$ cat src/hw/rtl/binary_min_heap_defines.svh
// ----------------------------------------------------------------------------
// Binary min-heap assertion macros
// Shared checker macros for the heap controller and datapath.
// ----------------------------------------------------------------------------
`ifndef BINARY_MIN_HEAP_DEFINES_SVH
`define BINARY_MIN_HEAP_DEFINES_SVH
`ifndef SYNTHESIS
// Clocked check, disabled while reset is asserted
`define BMH_CHECK(lbl, prop, msg) \
    lbl: assert property (@(posedge i_clk) disable iff (!i_rst_n) prop) else $error(msg);
// Clocked implication check
`define BMH_CHECK_IMP(lbl, ante, cons, msg) \
    `BMH_CHECK(lbl, (ante) |-> (cons), msg)
`else
`define BMH_CHECK(lbl, prop, msg)
`define BMH_CHECK_IMP(lbl, ante, cons, msg)
`endif
`endif

$ cat src/hw/rtl/bmh_pkg.sv
// ----------------------------------------------------------------------------
// Binary min-heap package
// Sizes, codes and the command/status bundles between controller and datapath.
// ----------------------------------------------------------------------------
package bmh_pkg;

    localparam int CAPACITY = 64;
    localparam int KEY_W    = 32;
    localparam int ADDR_W   = $clog2(CAPACITY);
    localparam int CNT_W    = $clog2(CAPACITY + 1);
    localparam int CHILD_W  = ADDR_W + 2;

    typedef logic signed [KEY_W-1:0] t_key;
    typedef logic [ADDR_W-1:0]       t_addr;
    typedef logic [CNT_W-1:0]        t_cnt;

    // Operation codes
    localparam logic CMD_PUSH = 1'b0;
    localparam logic CMD_POP  = 1'b1;

    // Result status codes
    localparam logic [1:0] ST_OK    = 2'd0;
    localparam logic [1:0] ST_FULL  = 2'd1;
    localparam logic [1:0] ST_EMPTY = 2'd2;

    // Datapath commands from the controller
    typedef struct packed {
        logic load_push;    // key <= value, pos <= size, size++
        logic dec_size;     // size--, read last entry
        logic load_key;     // key <= read data, pos <= root
        logic rd_parent;    // read parent of pos
        logic rd_children;  // read both children of pos
        logic wr_key;       // store key at pos
        logic up_move;      // move parent down to pos, pos <= parent
        logic dn_move;      // move best child up to pos, pos <= child
    } t_dp_cmd;

    // Datapath status to the controller
    typedef struct packed {
        logic full;
        logic empty;
        logic one_left;
        logic pos_zero;
        logic up_less;
        logic has_left;
        logic dn_swap;
    } t_dp_stat;

endpackage

$ cat src/hw/rtl/bmh_datapath.sv
// ----------------------------------------------------------------------------
// Binary min-heap datapath
// Heap memory, sifting key and position, entry count and root copy.
// ----------------------------------------------------------------------------
`include "binary_min_heap_defines.svh"

module bmh_datapath (
    input  logic              i_clk,
    input  logic              i_rst_n,
    input  bmh_pkg::t_dp_cmd  i_cmd,
    input  bmh_pkg::t_key     i_value,
    output bmh_pkg::t_dp_stat o_stat,
    output bmh_pkg::t_key     o_min_value,
    output logic              o_heap_empty,
    output bmh_pkg::t_cnt     o_entry_count
);
    import bmh_pkg::*;

    t_key r_heap_mem [CAPACITY];

    t_cnt  r_size, n_size;
    t_key  r_key, n_key;
    t_addr r_pos, n_pos;
    t_key  r_root;
    t_key  r_rd_a, r_rd_b;

    t_addr               pos_m1;
    t_addr               parent;
    t_cnt                size_m1;
    logic [CHILD_W-1:0]  left_idx;
    logic [CHILD_W-1:0]  right_idx;
    logic [CHILD_W-1:0]  size_ext;
    logic                right_ok;
    logic                sel_left;
    logic                sel_right;
    t_key                best_val;
    t_addr               rd_addr_a;
    t_addr               rd_addr_b;
    logic                wr_en;
    t_key                wr_data;

    // Index arithmetic
    assign pos_m1    = r_pos - 1'b1;
    assign parent    = pos_m1 >> 1;
    assign size_m1   = r_size - 1'b1;
    assign left_idx  = {1'b0, r_pos, 1'b1};
    assign right_idx = left_idx + 1'b1;
    assign size_ext  = CHILD_W'(r_size);
    assign right_ok  = right_idx < size_ext;

    // Pick the strictly smallest of key, left and right; key wins any tie, left beats right
    always_comb begin
        sel_left  = r_rd_a < r_key;
        best_val  = sel_left ? r_rd_a : r_key;
        sel_right = right_ok && (r_rd_b < best_val);
        if (sel_right) begin
            best_val = r_rd_b;
        end
    end

    // Read addresses
    always_comb begin
        rd_addr_a = left_idx[ADDR_W-1:0];
        if (i_cmd.dec_size) begin
            rd_addr_a = size_m1[ADDR_W-1:0];
        end else if (i_cmd.rd_parent) begin
            rd_addr_a = parent;
        end
        rd_addr_b = right_idx[ADDR_W-1:0];
    end

    // Write port: always at the current position
    assign wr_en   = i_cmd.wr_key || i_cmd.up_move || i_cmd.dn_move;
    always_comb begin
        wr_data = r_key;
        if (i_cmd.up_move) begin
            wr_data = r_rd_a;
        end else if (i_cmd.dn_move) begin
            wr_data = best_val;
        end
    end

    // Memory with registered reads, taken only when requested
    always_ff @(posedge i_clk) begin
        if (wr_en) begin
            r_heap_mem[r_pos] <= wr_data;
        end
        if (i_cmd.dec_size || i_cmd.rd_parent || i_cmd.rd_children) begin
            r_rd_a <= r_heap_mem[rd_addr_a];
        end
        if (i_cmd.rd_children) begin
            r_rd_b <= r_heap_mem[rd_addr_b];
        end
    end

    // Next key, position and count
    always_comb begin
        n_size = r_size;
        n_key  = r_key;
        n_pos  = r_pos;
        if (i_cmd.load_push) begin
            n_key  = i_value;
            n_pos  = r_size[ADDR_W-1:0];
            n_size = r_size + 1'b1;
        end
        if (i_cmd.dec_size) begin
            n_size = size_m1;
        end
        if (i_cmd.load_key) begin
            n_key = r_rd_a;
            n_pos = '0;
        end
        if (i_cmd.up_move) begin
            n_pos = parent;
        end
        if (i_cmd.dn_move) begin
            n_pos = sel_right ? right_idx[ADDR_W-1:0] : left_idx[ADDR_W-1:0];
        end
    end

    // Count is control state; key and position are payload
    always_ff @(posedge i_clk) begin
        if (!i_rst_n) begin
            r_size <= '0;
        end else begin
            r_size <= n_size;
        end
        r_key <= n_key;
        r_pos <= n_pos;
    end

    // Keep a copy of the root entry
    always_ff @(posedge i_clk) begin
        if (wr_en && (r_pos == '0)) begin
            r_root <= wr_data;
        end
    end

    // Status to the controller
    assign o_stat.full     = r_size == t_cnt'(CAPACITY);
    assign o_stat.empty    = r_size == '0;
    assign o_stat.one_left = r_size == t_cnt'(1);
    assign o_stat.pos_zero = r_pos == '0;
    assign o_stat.up_less  = r_key < r_rd_a;
    assign o_stat.has_left = left_idx < size_ext;
    assign o_stat.dn_swap  = sel_left || sel_right;

    // Result fields
    assign o_heap_empty  = r_size == '0;
    assign o_min_value   = (r_size == '0) ? '0 : r_root;
    assign o_entry_count = r_size;

    `BMH_CHECK(a_size_bound, r_size <= t_cnt'(CAPACITY), "entry count above capacity")

endmodule

$ cat src/hw/rtl/bmh_ctrl.sv
// ----------------------------------------------------------------------------
// Binary min-heap controller
// Sequences push and pop sifting over the datapath and issues the result.
// ----------------------------------------------------------------------------
`include "binary_min_heap_defines.svh"

module bmh_ctrl (
    input  logic              i_clk,
    input  logic              i_rst_n,
    input  logic              start,
    input  logic              i_command,
    input  bmh_pkg::t_dp_stat i_stat,
    output bmh_pkg::t_dp_cmd  o_cmd,
    output logic              busy,
    output logic              o_valid,
    output logic [1:0]        o_status
);
    import bmh_pkg::*;

    localparam logic [2:0] S_IDLE    = 3'd0;
    localparam logic [2:0] S_UP_RD   = 3'd1;
    localparam logic [2:0] S_UP_CMP  = 3'd2;
    localparam logic [2:0] S_DN_LOAD = 3'd3;
    localparam logic [2:0] S_DN_RD   = 3'd4;
    localparam logic [2:0] S_DN_CMP  = 3'd5;

    logic [2:0] r_state, n_state;
    logic       r_valid, n_valid;
    logic [1:0] r_status, n_status;
    logic       accept;
    logic [2:0] wr_cmds;

    assign accept = start && !busy;

    // Next state, datapath commands and result issue
    always_comb begin
        n_state  = r_state;
        n_valid  = 1'b0;
        n_status = r_status;
        o_cmd    = '0;
        case (r_state)
            S_IDLE: begin
                if (accept) begin
                    if (i_command == CMD_PUSH) begin
                        if (i_stat.full) begin
                            n_valid  = 1'b1;
                            n_status = ST_FULL;
                        end else begin
                            o_cmd.load_push = 1'b1;
                            n_status        = ST_OK;
                            n_state         = S_UP_RD;
                        end
                    end else begin
                        if (i_stat.empty) begin
                            n_valid  = 1'b1;
                            n_status = ST_EMPTY;
                        end else begin
                            o_cmd.dec_size = 1'b1;
                            n_status       = ST_OK;
                            if (i_stat.one_left) begin
                                n_valid = 1'b1;
                            end else begin
                                n_state = S_DN_LOAD;
                            end
                        end
                    end
                end
            end
            S_UP_RD: begin
                if (i_stat.pos_zero) begin
                    o_cmd.wr_key = 1'b1;
                    n_valid      = 1'b1;
                    n_state      = S_IDLE;
                end else begin
                    o_cmd.rd_parent = 1'b1;
                    n_state         = S_UP_CMP;
                end
            end
            S_UP_CMP: begin
                if (i_stat.up_less) begin
                    o_cmd.up_move = 1'b1;
                    n_state       = S_UP_RD;
                end else begin
                    o_cmd.wr_key = 1'b1;
                    n_valid      = 1'b1;
                    n_state      = S_IDLE;
                end
            end
            S_DN_LOAD: begin
                o_cmd.load_key = 1'b1;
                n_state        = S_DN_RD;
            end
            S_DN_RD: begin
                if (!i_stat.has_left) begin
                    o_cmd.wr_key = 1'b1;
                    n_valid      = 1'b1;
                    n_state      = S_IDLE;
                end else begin
                    o_cmd.rd_children = 1'b1;
                    n_state           = S_DN_CMP;
                end
            end
            S_DN_CMP: begin
                if (i_stat.dn_swap) begin
                    o_cmd.dn_move = 1'b1;
                    n_state       = S_DN_RD;
                end else begin
                    o_cmd.wr_key = 1'b1;
                    n_valid      = 1'b1;
                    n_state      = S_IDLE;
                end
            end
            default: begin
                n_state = S_IDLE;
            end
        endcase
    end

    // State and result strobe
    always_ff @(posedge i_clk) begin
        if (!i_rst_n) begin
            r_state  <= S_IDLE;
            r_valid  <= 1'b0;
            r_status <= ST_OK;
        end else begin
            r_state  <= n_state;
            r_valid  <= n_valid;
            r_status <= n_status;
        end
    end

    assign busy     = r_state != S_IDLE;
    assign o_valid  = r_valid;
    assign o_status = r_status;
    assign wr_cmds  = {o_cmd.wr_key, o_cmd.up_move, o_cmd.dn_move};

    `BMH_CHECK(a_one_write, $onehot0(wr_cmds), "more than one memory write")
    `BMH_CHECK_IMP(a_valid_idle, o_valid, r_state == S_IDLE, "result while sifting")
    `BMH_CHECK(a_full_drop, (accept && (i_command == CMD_PUSH) && i_stat.full) |=> (o_valid && (o_status == ST_FULL)), "full push not flagged")

endmodule

$ cat src/hw/rtl/binary_min_heap.sv
// ----------------------------------------------------------------------------
// Binary min-heap priority queue
// Push/pop of signed 32-bit keys with a status result for every command.
// ----------------------------------------------------------------------------
//  Channel  | Handshake        | Payload
//  ---------+------------------+------------------------------------------------
//  command  | start / busy     | i_command, i_value
//  result   | o_valid (1 cyc)  | o_min_value, o_heap_empty, o_entry_count, o_status
//
//  A push appends the key at the end and sifts it up; a pop moves the last
//  entry to the root and sifts it down. Each level costs one registered
//  memory read and one compare-and-move.
//  Dropped pushes, ignored pops and pops of the last entry report in the
//  cycle after they are accepted. Reset is synchronous and empties the heap;
//  no clearing pass is needed. The result is shown for one cycle and cannot
//  stall.
module binary_min_heap (
    input  logic                 i_clk,
    input  logic                 i_rst_n,
    input  logic                 start,
    output logic                 busy,
    input  logic                 i_command,
    input  bmh_pkg::t_key        i_value,
    output logic                 o_valid,
    output bmh_pkg::t_key        o_min_value,
    output logic                 o_heap_empty,
    output bmh_pkg::t_cnt        o_entry_count,
    output logic [1:0]           o_status
);
    import bmh_pkg::*;

    t_dp_cmd  dp_cmd;
    t_dp_stat dp_stat;

    // Sequencer
    bmh_ctrl u_ctrl (
        .i_clk     (i_clk),
        .i_rst_n   (i_rst_n),
        .start     (start),
        .i_command (i_command),
        .i_stat    (dp_stat),
        .o_cmd     (dp_cmd),
        .busy      (busy),
        .o_valid   (o_valid),
        .o_status  (o_status)
    );

    // Heap storage and compare
    bmh_datapath u_datapath (
        .i_clk         (i_clk),
        .i_rst_n       (i_rst_n),
        .i_cmd         (dp_cmd),
        .i_value       (i_value),
        .o_stat        (dp_stat),
        .o_min_value   (o_min_value),
        .o_heap_empty  (o_heap_empty),
        .o_entry_count (o_entry_count)
    );

endmodule

$ cat config.mk
export PLATFORM = sky130hd
export DESIGN_NAME = binary_min_heap
export DESIGN_NICKNAME = d
export VERILOG_FILES = /design/src/hw/rtl/bmh_pkg.sv /design/src/hw/rtl/bmh_datapath.sv /design/src/hw/rtl/bmh_ctrl.sv /design/src/hw/rtl/binary_min_heap.sv
export VERILOG_INCLUDE_DIRS = /design/src /design/src/hw/rtl
export SDC_FILE = /design/constraint.sdc
export NUM_CORES = 2
export LEC_CHECK = 0
export CAP_MARGIN = 20
export CORE_MARGIN = 4
export CORE_UTILIZATION = 30
export CTS_CLUSTER_DIAMETER = 40
export DETAILED_ROUTE_END_ITERATION = 10
export DONT_BUFFER_PORTS = 1
export PLACE_DENSITY = 0.48
export REMOVE_ABC_BUFFERS = 1
export SYNTH_ARGS = -nofsm -noshare
export SYNTH_HDL_FRONTEND = slang
export SYNTH_HIERARCHICAL = 1
export SYNTH_SLANG_ARGS = --single-unit
$ cat constraint.sdc
create_clock -name i_clk -period 20.4 [get_ports i_clk]
set_input_delay 1.02 -clock i_clk [delete_from_list [all_inputs] [get_ports i_clk]]
set_output_delay 1.02 -clock i_clk [all_outputs]
set_load 0.005 [all_outputs]
==> tab_implementation.tex <==
\begin{tabular}{lr}
\hline
Metric & Value \\
\hline
\multicolumn{2}{l}{\textbf{Outcome}} \\
Run status & completed \\
\multicolumn{2}{l}{\textbf{Worst setup path}} \\
Category of the worst setup path capture point & flip-flop \\
Reg-to-reg critical path endpoint & u\_datapath/r\_heap\_mem[54][13] \\
Crit Path Max Fanout & 50 \\
Required time worst endpoint & 20.89 ns \\
Data arrival time at the worst-slack endpoint & 9.33 ns \\
Kind of critical path & reg -> reg \\
Register-to-Register Path Depth & 26 \\
Worst Setup Start Kind & flip-flop \\
Worst r2r src & u\_datapath/r\_rd\_a[25] \\
Setup slack on the worst flop-to-flop path & 11.57 ns \\
\multicolumn{2}{l}{\textbf{Cells and area}} \\
Final layout net count & 7662 \\
FILL cells & 30909 \\
Total non-filler cell area in the finished layout & 116300 sq um \\
Layout overhead on the synthesized area & 18.78\% \\
Share of final-layout standard cells stronger than drive strength 1 & 16.86\% \\
\multicolumn{2}{l}{\textbf{Worst hold path}} \\
Worst min-delay path class & in -> reg \\
Launch instance of the worst min-delay path & i\_rst\_n \\
Hold endpoint & u\_datapath/o\_entry\_count[0] \\
Worst hold path stage count & 1 \\
\multicolumn{2}{l}{\textbf{Global route}} \\
Initial antenna violation count & 40 \\
Combined global-route utilization of all metal layers & 20.66\% \\
Total congestion overflow & 0 \\
Maximum number of pins on one net before global-route repair & 146 \\
Wire length of the first global-routing pass & 501200 microns \\
Number of global-route vias before repair & 64949 \\
\multicolumn{2}{l}{\textbf{Floorplanning}} \\
IO Pins & 80 \\
Vertical extent of the die & 579.2 microns \\
Die area & 335500 sq um \\
Num rows & 209 \\
Initial Utilization & 30.17\% \\
Overall die width & 579.2 microns \\
Core footprint & 324500 sq um \\
\multicolumn{2}{l}{\textbf{Route}} \\
Total DRC errors in the routed layout & 0 \\
Routed length per instance & 29.44 microns \\
Average via count per standard cell & 5.571 \\
Detailed Route Iter0 Violations & 8953 \\
Vias after detailed routing & 67784 \\
Antenna-violating nets left & 0 \\
Number of optimization iterations in the first detailed-route pass & 6 \\
Detailed-route wire length & 358200 microns \\
\multicolumn{2}{l}{\textbf{Placement}} \\
Final HPWL DP & 194600 microns \\
I/O Buffers & 0 \\
Worst setup timing slack at the placement stage & 11.58 ns \\
Total placed instance area & 104000 sq um \\
Weighted congestion at the end of routability-driven global placement & 0.8449 \\
\multicolumn{2}{l}{\textbf{STA}} \\
Final number of hold-violating endpoints & 0 \\
Setup-failing EPs final & 0 \\
Pin slew with the least headroom to its limit & 1.343 ns \\
Final setup skew & 0.04833 ns \\
Final critical path time including I/O delays and setup & 8.835 ns \\
Fraction of the cycle the final worst path needs & 43.31\% \\
RSZ-0062 raised after global routing & no \\
Worst Setup Slack, final & 11.57 ns \\
Headroom to the max-slew limit & 10.20\% \\
Sum of negative setup slack & 0 ns \\
Fmax & 113.2 MHz \\
Final number of max-transition violations & 0 \\
\multicolumn{2}{l}{\textbf{Yosys}} \\
Xor/xnor share of the synthesized area & 0.1610\% \\
Distinct cell type count of the synthesized netlist & 64 \\
Share of async-settable or async-resettable flops after synthesis & 0\% \\
Share of synthesized area spent on multiplexers & 7.790\% \\
Syn. warnings & 6 \\
Area fraction in compound gates after synthesis & 5.469\% \\
\#FFs+latches synth & 2195 \\
Mapped cell area & 97900 sq um \\
Post-Synth Adder-Cell Area & 1.048\% \\
Synth Area per Inst & 12.97 sq um \\
Predominant post-synthesis flop cell & sky130\_fd\_sc\_hd\_\_edfxtp\_1 \\
Fraction of the mapped netlist area in simple logic gates & 15.88\% \\
EDFF count, synth & 2182 \\
Largest family of logic cells by synthesized area & simple AND/OR/NAND/NOR gates \\
Count of mapped cells out of synthesis & 7549 \\
Sequential cell area fraction in the yosys report & 67.20\% \\
\multicolumn{2}{l}{\textbf{CTS}} \\
Root Driver & sky130\_fd\_sc\_hd\_\_clkbuf\_16 \\
Resized Gates After CTS & 0 \\
TritonCTS buffer count & 351 \\
Maximum number of buffers from clock root to sink & 4 \\
Number of setup buffers added after CTS & 0 \\
Number of buffers inserted for hold repair after clock tree synthesis & 0 \\
Total clock sinks & 2195 \\
TritonCTS clock tree & yes \\
Clk\_lat worst skew & 0.88 ns \\
Clock transition at the registers of the reported paths & 0.05 ns \\
H-tree depth & 5 \\
\multicolumn{2}{l}{\textbf{Power and ir drop}} \\
Static Leakage & 39.10 nW \\
Total chip power & 21.51 mW \\
Max rail drop VDD & 0.0001869 V \\
PwrDens & 185.0 nW/um\^{}2 \\
\multicolumn{2}{l}{\textbf{Run}} \\
Number of max-capacitance violations reported & 0 \\
\hline
\end{tabular}
## flip-flops by register name, summed over array words and instances, names as in the netlist
name,flops
u_datapath/r_rd_b,32
u_datapath/o_entry_count,7
u_datapath/r_heap_mem,2048
u_datapath/r_root,32
u_datapath/r_pos,6
u_datapath/r_key,32
u_ctrl/o_valid,1
u_datapath/r_rd_a,32
u_ctrl/o_status,2
u_ctrl/r_state,3
## logic make-up (layout without fill, tap and decap cells)
family / Yosys count / after routing
AO/OA/AOI/OAI: 682 / 682
XOR/XNOR: 18 / 18
multiplexers: 359 / 359
flip-flops: 2195 / 2195
adder cells (fa/ha/maj): 82 / 82
other: 0 / 11
AND/OR/NAND/NOR: 3590 / 3590
buffers and inverters: 623 / 905
## worst max path at each step
stage	startpoint	endpoint	slack, ns	cells past startpoint
final	u_datapath/r_rd_a[25]	u_datapath/r_heap_mem[54][13]	11.57	26
after global routing	u_datapath/r_pos[0]	u_datapath/r_heap_mem[54][20]	11.19	19
after CTS	u_datapath/r_pos[0]	u_datapath/r_heap_mem[54][13]	11.56	19
after detailed placement	u_datapath/r_pos[0]	u_datapath/r_heap_mem[38][3]	11.58	19
after global placement	u_datapath/r_rd_a[25]	u_datapath/r_heap_mem[54][20]	11.66	26
after floorplan	u_datapath/r_pos[0]	u_datapath/r_rd_a[0]	-31.76	10
## metrics by stage
step	hold slack (ns)	std cells	util [%]
2_1_floorplan	0.4574	6977	-
3_3_place_gp	0.5358	11507	32.02
3_5_place_dp	0.5372	11509	32.03
4_1_cts	0.2141	12149	35.79
5_1_grt	0.2479	12158	35.82
6_report	0.2841	12167	35.83
## per-layer routing
layer / vias to the layer above / routed length, microns / global-route usage [%] / share of wire (%)
li1: 28574 / - / - / -
met1: 35257 / 154000 / 29.51 / 43
met2: 3360 / 162200 / 32.07 / 45
met3: 585 / 31860 / 3.986 / 8.9
met4: 8 / 10040 / 5.820 / 2.8
met5: - / 53 / 0 / 0.015
## power by group
group	total, mW	internal, mW	switching (mW)
Clock	6.21	3.96	2.25
Combinational	9.63	2.78	6.85
Sequential	5.67	5.57	0.104
Total	21.5	12.3	9.20
## placed cells by master (no fill, tap or decap), types with 33 or more instances in the layout
master / Yosys / layout
sky130_fd_sc_hd__nand2_1: 2186 / 2182
sky130_fd_sc_hd__edfxtp_1: 2182 / 2182
sky130_fd_sc_hd__nand3_1: 913 / 913
sky130_fd_sc_hd__clkbuf_16: 0 / 359
sky130_fd_sc_hd__a311oi_1: 321 / 321
sky130_fd_sc_hd__mux4_2: 319 / 319
sky130_fd_sc_hd__buf_4: 1 / 198
sky130_fd_sc_hd__and3_1: 163 / 161
sky130_fd_sc_hd__a21oi_1: 88 / 88
sky130_fd_sc_hd__nor2_1: 152 / 86
sky130_fd_sc_hd__ha_1: 82 / 81
sky130_fd_sc_hd__a31oi_1: 72 / 72
sky130_fd_sc_hd__nor2_4: 0 / 66
sky130_fd_sc_hd__and2_1: 59 / 58
sky130_fd_sc_hd__bufinv_16: 0 / 56
sky130_fd_sc_hd__inv_1: 50 / 50
sky130_fd_sc_hd__clkinvlp_4: 0 / 45
sky130_fd_sc_hd__inv_6: 0 / 40
sky130_fd_sc_hd__clkinv_2: 0 / 39
sky130_fd_sc_hd__nor3b_1: 36 / 35
sky130_fd_sc_hd__clkbuf_1: 450 / 34
sky130_fd_sc_hd__a31o_2: 33 / 33
sky130_fd_sc_hd__mux2_2: 33 / 33
## critical path: stages (launching register included)
cell and delay [ns]:
sky130_fd_sc_hd__edfxtp_1 0.52, sky130_fd_sc_hd__inv_1 0.11, sky130_fd_sc_hd__ha_1 0.31, sky130_fd_sc_hd__nand4_1 0.22, sky130_fd_sc_hd__nor4_2 0.40, sky130_fd_sc_hd__a21oi_1 0.15
sky130_fd_sc_hd__a31o_2 0.30, sky130_fd_sc_hd__o311ai_4 0.08, sky130_fd_sc_hd__buf_4 0.34, sky130_fd_sc_hd__nor2_1 0.09, sky130_fd_sc_hd__a21oi_1 0.19, sky130_fd_sc_hd__ha_1 0.29
sky130_fd_sc_hd__a21o_1 0.17, sky130_fd_sc_hd__a211o_1 0.30, sky130_fd_sc_hd__o211ai_1 0.15, sky130_fd_sc_hd__a21oi_1 0.18, sky130_fd_sc_hd__a211oi_1 0.52, sky130_fd_sc_hd__nand4_1 0.20
sky130_fd_sc_hd__o211a_4 0.27, sky130_fd_sc_hd__nand2_1 0.30, sky130_fd_sc_hd__and3_2 0.26, sky130_fd_sc_hd__buf_4 0.58, sky130_fd_sc_hd__nor3_1 0.17, sky130_fd_sc_hd__nor2_1 0.21
sky130_fd_sc_hd__nand3_1 0.67, sky130_fd_sc_hd__nor2_4 0.80, sky130_fd_sc_hd__buf_4 0.59
## area by class of cell
| class | count | area (sq um) | area share (%) |
|---|---|---|---|
| clock inverters | 246 | 3058 | 2.630 |
| repair buffers | 214 | 1795 | 1.544 |
| multi-input cells | 4731 | 30880 | 26.56 |
| well taps | 4325 | 5411 | 4.654 |
| clock buffers | 394 | 9125 | 7.848 |
| diodes | 11 | 27.53 | 0.02367 |
| inverters | 51 | 191.4 | 0.1646 |
| flip-flops and latches | 2195 | 65780 | 56.57 |
## synth_stat cells (all sizes together), types with 33 or more instances
library cell | n | share of area [%]
nand2 | 2186 | 8.4
edfxtp | 2182 | 67
nand3 | 913 | 4.7
clkbuf | 450 | 1.7
a311oi | 321 | 2.9
mux4 | 319 | 7.3
and3 | 163 | 1.0
nor2 | 152 | 0.58
buf | 122 | 0.54
a21oi | 88 | 0.45
ha | 82 | 1.0
and2 | 73 | 0.47
a31oi | 72 | 0.46
inv | 50 | 0.19
nor3b | 36 | 0.28
a31o | 33 | 0.30
mux2 | 33 | 0.38
o31ai | 33 | 0.25
(Power assumes the default switching activity.)
